File: config.mk
export PLATFORM = sky130hd
export DESIGN_NAME = ptr_div50
export DESIGN_NICKNAME = d
export VERILOG_FILES = /design/src/hdl/ptr_pkg.sv /design/src/hdl/ptr_div50.sv
export SDC_FILE = /design/constraint.sdc
export NUM_CORES = 1
export LEC_CHECK = 0
export BUFFER_PORTS_ARGS = -buffer_cell sky130_fd_sc_hd__buf_2
export CAP_MARGIN = 10
export CORE_ASPECT_RATIO = 0.8
export CORE_MARGIN = 3
export CORE_UTILIZATION = 50
export CTS_CLUSTER_SIZE = 20
export DETAILED_ROUTE_END_ITERATION = 10
export PLACE_DENSITY = 0.76
export SYNTH_ARGS = -nofsm -noshare
export SYNTH_HDL_FRONTEND = slang
export SYNTH_SLANG_ARGS = --single-unit
export TNS_END_PERCENT = 1
File: constraint.sdc
create_clock -name clk -period 8.89 [get_ports clk]
set_input_delay 0 -clock clk [delete_from_list [all_inputs] [get_ports clk]]
set_output_delay 0 -clock clk [all_outputs]
set_load 0.01 [all_outputs]
File: src/hdl/ptr_pkg.sv
// ----------------------------------------------------------------------------
// Pulse trigger resampler package
// Shared sizes, constants and enumerations for the resampler block.
// ----------------------------------------------------------------------------
`default_nettype none

package ptr_pkg;

  // Store depth, number of points per pulse and sample width.
  localparam int MaxPulse   = 4096;
  localparam int OutPoints  = 64;
  localparam int SampleBits = 16;

  // Derived widths.
  localparam int StoreAw = $clog2(MaxPulse);
  localparam int RunW    = StoreAw + 1;
  localparam int IdxW    = $clog2(OutPoints);
  localparam int Den     = OutPoints - 1;

  // Division by 63 through a reciprocal, exact for values below 2**30.
  localparam logic [30:0] Recip63    = 31'd1090785346;
  localparam int          RecipShift = 36;

  // Timestamp divider: (8*t + 25) / 50 on a 36 bit numerator.
  localparam int TimeNumW = 36;
  localparam int TimeOutW = 30;

  // Division by 25 through a reciprocal, exact for values below 2**35.
  localparam logic [35:0] Recip25      = 36'd43980465112;
  localparam int          Recip25Shift = 40;

  // Register indexes on the configuration port.
  typedef enum logic [1:0] {
    REG_THRESHOLD   = 2'd0,
    REG_HYSTERESIS  = 2'd1,
    REG_MASS_FACTOR = 2'd2,
    REG_START_TIME  = 2'd3
  } reg_index_t;

  // Sequencer states.
  typedef enum logic [2:0] {
    S_IDLE,
    S_DIV,
    S_READ,
    S_MIX,
    S_SCALE,
    S_RECIP,
    S_PUT
  } seq_state_t;

endpackage

`default_nettype wire

File: src/hdl/ptr_div50.sv
// ----------------------------------------------------------------------------
// Divide by fifty
// Pipelined reciprocal multiplication for the timestamp scaling.
// ----------------------------------------------------------------------------
`default_nettype none

module ptr_div50 (
  input  wire logic                              clk,
  input  wire logic                              rst,
  input  wire logic                              start,
  input  wire logic [ptr_pkg::TimeNumW-1:0]      dividend,
  output logic                                   done,
  output logic      [ptr_pkg::TimeOutW-1:0]      quotient
);

  logic [34:0] y;
  logic        v1;
  logic        v2;
  logic        v3;
  logic [35:0] p_hh;
  logic [35:0] p_hl;
  logic [34:0] p_lh;
  logic [34:0] p_ll;
  logic [35:0] hh_d;
  logic [54:0] mid;
  logic [70:0] total;

  // Stage valid bits; done pulses when the quotient register is loaded.
  always_ff @(posedge clk) begin
    if (rst) begin
      v1   <= 1'b0;
      v2   <= 1'b0;
      v3   <= 1'b0;
      done <= 1'b0;
    end else begin
      v1   <= start;
      v2   <= v1;
      v3   <= v2;
      done <= v3;
    end
  end

  // Dividing by fifty is halving and then dividing by 25.
  always_ff @(posedge clk) begin
    if (start) begin
      y <= dividend[ptr_pkg::TimeNumW-1:1];
    end
  end

  // Four partial products of the halved value and the reciprocal.
  always_ff @(posedge clk) begin
    p_hh <= y[34:17] * ptr_pkg::Recip25[35:18];
    p_hl <= y[34:17] * ptr_pkg::Recip25[17:0];
    p_lh <= y[16:0]  * ptr_pkg::Recip25[35:18];
    p_ll <= y[16:0]  * ptr_pkg::Recip25[17:0];
  end

  // The middle terms are summed first, the top term in the cycle after.
  always_ff @(posedge clk) begin
    mid  <= {2'b00, p_hl, 17'd0} + {2'b00, p_lh, 18'd0} + {20'd0, p_ll};
    hh_d <= p_hh;
  end

  always_comb begin
    total = {hh_d, 35'd0} + {16'd0, mid};
  end

  always_ff @(posedge clk) begin
    quotient <= total[ptr_pkg::Recip25Shift +: ptr_pkg::TimeOutW];
  end

endmodule

`default_nettype wire

==> impl_metrics.env <==
export IMPL_status="completed"
export IMPL_cts_root_buf="clkbuf_16"
export IMPL_htree_levels=1
export IMPL_grt_max_degree=37
export IMPL_max_stage_delay_ns=0.68
export IMPL_cts_tree="built"
export IMPL_drc=0
export IMPL_grt_first_pass_wirelength_mm=89.1
export IMPL_drtIter0Drc=1153
export IMPL_clockBufferDepth=3
export IMPL_fmax_ghz=0.159
export IMPL_synth_edf_count=35
export IMPL_holdBufCountCts=36
export IMPL_grt_pass1_vias=17200
export IMPL_maxCapViolCount=0
export IMPL_yosysWarningCount=0
export IMPL_hpwlAfterDp_mm=46.1
export IMPL_overflow=0
export IMPL_slowest_stage="edfxtp_1"
export IMPL_hold_viol_final=0
export IMPL_clk_pin_slew_ns=0.06
export IMPL_crit_arrival_ns=6.78
export IMPL_io_pins=70
export IMPL_syn_inst=2339
export IMPL_viasPerCell=5.21
export IMPL_rows=71
export IMPL_critPathMaxFanout=8
export IMPL_fp_dieW_um=252
export IMPL_core_area_sq_mm=0.0473
export IMPL_post_cts_buffers=0
export IMPL_synth_area_sq_mm=0.0241
export IMPL_cp_cell_sequence="inv_1 -> fa_1 -> inv_1 -> ha_1 -> fa_1 -> inv_1 -> fa_1 -> inv_1 -> fa_1 -> inv_1 -> fa_1 -> inv_1 -> ha_1 -> a21o_1 -> a2111oi_0 -> a22oi_1 -> nand2_1 -> o41a_1 -> or4b_1 -> nand4_1"
export IMPL_ys_ff_latch=227
export IMPL_syn_to_final_growth_pct=9.73
export IMPL_rsz0062_at_grt="no"
export IMPL_routed_wirelength_mm=54.2
export IMPL_fin_skew_ns=0.0248
export IMPL_crit_family="adder cells"
export IMPL_cts_buffers=26
export IMPL_worst_pin_slew_ns=0.970
export IMPL_period_minus_slack_ns=6.30
export IMPL_period_share_pct=70.8
export IMPL_start_kind="register"
export IMPL_drt_pre_antenna_iters=5
export IMPL_slew_viol_final=0
export IMPL_num_vias=16200
export IMPL_cp_end_kind="register"
export IMPL_synth_async_reset_ratio_pct=0
export IMPL_drive_above_1_share_pct=5.48
export IMPL_start_util_pct=50.9
export IMPL_crit_top_cell="inv_1"
export IMPL_antenna_found_initial=3
export IMPL_crit_type="reg -> reg"
export IMPL_syn_nets=3158
export IMPL_antenna_cells=0
export IMPL_track_usage_pct=22.1
export IMPL_path_buf_inv=6
export IMPL_die_area_sq_mm=0.0509
export IMPL_holdWs_ns=0.144
export IMPL_clkLatencyLatePin_ns=0.57
export IMPL_fp_dieH_um=202
export IMPL_layout_commonest_cell="inv_1"
export IMPL_avgSynthCellArea_sq_um=10.3
export IMPL_ys_types=72
export IMPL_timing_slew_headroom_pct=35.3
export IMPL_crit_required_ns=9.38
export IMPL_final_nets=3283
export IMPL_drtAntennaViolNets=0
export IMPL_post_cts_resized=0
export IMPL_cts_sink_count=227
export IMPL_fin_tns_setup_ns=0
export IMPL_synth_yosys_seq_area_share_pct=20.3
export IMPL_wl_per_cell_um=17.5
export IMPL_hold_class="in -> reg"
export IMPL_setup_violations=0
export IMPL_io_buffers=68
export IMPL_synth_flop_cell="dfxtp_1"
export IMPL_final_cell_mix="inv_1 (656), ha_1 (433), fa_1 (347)"
export IMPL_gp_congestion=0.963
==> stage by stage <==
stage / cells / setup slack (ns) / area [sq um] / utilization [%]
floorplan: 2339 / 3.27 / 24100 / -
global placement: 3020 / 2.66 / 25200 / 53.2
detailed placement: 3020 / 2.61 / 25200 / 53.2
CTS: 3102 / 2.59 / 26500 / 55.9
global route: 3102 / 2.21 / 26500 / 55.9
finish: 3102 / 2.59 / 26500 / 55.9
==> worst reg2reg max path, delay by kind of cell, from the launching register on <==
kind	cells	cell delay, ns
AO/OA/AOI/OAI	4	1.07
adder cells (fa/ha/maj)	7	3.18
buffers and inverters	6	0.56
flip-flops	1	0.68
AND/OR/NAND/NOR	3	0.71
==> registers in the layout, summed over array words and instances (netlist names) <==
name	flops
p_ll	15
mid	17
y	35
p_lh	31
hh_d	33
v2	1
quotient	30
v1	1
v3	1
p_hh	31
p_hl	31
done	1
==> cell usage after synthesis (16+ instances only) <==
| cell | n | area share [%] |
|---|---|---|
| a21o_1 | 43 | 1.3 |
| a21oi_1 | 88 | 1.8 |
| a31oi_1 | 17 | 0.44 |
| dfxtp_1 | 192 | 16 |
| edfxtp_1 | 35 | 4.4 |
| fa_1 | 347 | 29 |
| ha_1 | 433 | 22 |
| inv_1 | 656 | 10 |
| nand2_1 | 63 | 0.98 |
| nand2b_1 | 17 | 0.44 |
| nand3_1 | 28 | 0.58 |
| nand4_1 | 20 | 0.52 |
| nor2_1 | 54 | 0.84 |
| nor2b_1 | 16 | 0.42 |
| o21ai_0 | 44 | 0.91 |
| xnor2_1 | 88 | 3.2 |
| xor2_1 | 45 | 1.6 |
==> metal layers <==
layer | share of wire (%) | routed length [um] | global-route usage, %
met1 | 47 | 25400 | 31.7
met3 | 6.9 | 3750 | 4.99
met5 | 0.022 | 12 | 0
met2 | 44 | 23900 | 34.6
met4 | 1.9 | 1060 | 4.27
==> cell type report <==
| cell class | instances | area (sq um) |
|---|---|---|
| clock buffers | 33 | 749 |
| clock inverters | 13 | 146 |
| fillers | 3897 | 20900 |
| inverters | 656 | 2460 |
| multi-input cells | 1449 | 16700 |
| flip-flops and latches | 227 | 4890 |
| well taps | 620 | 776 |
| repair buffers | 104 | 701 |
==> logic make-up after synthesis <==
| group | after synthesis | share of synthesized area [%] |
|---|---|---|
| AND/OR/NAND/NOR | 251 | 5.39 |
| adder cells (fa/ha/maj) | 780 | 51.3 |
| buffers and inverters | 663 | 10.3 |
| XOR/XNOR | 133 | 4.83 |
| flip-flops | 227 | 20.3 |
| AO/OA/AOI/OAI | 285 | 7.90 |
==> final timing paths <==
kind	start	to	slack (ns)	depth (start not counted)
worst max register to register	y[26]	p_hh[32]	2.59	20
worst min register to register	p_hh[5]	hh_d[5]	0.32	0
worst max-delay path	y[26]	p_hh[32]	2.59	20
worst min-delay path	start	y[1]	0.14	1
Power is not shown: default switching activity piles up to over one toggle a cycle in this logic, so the estimate is an artifact.
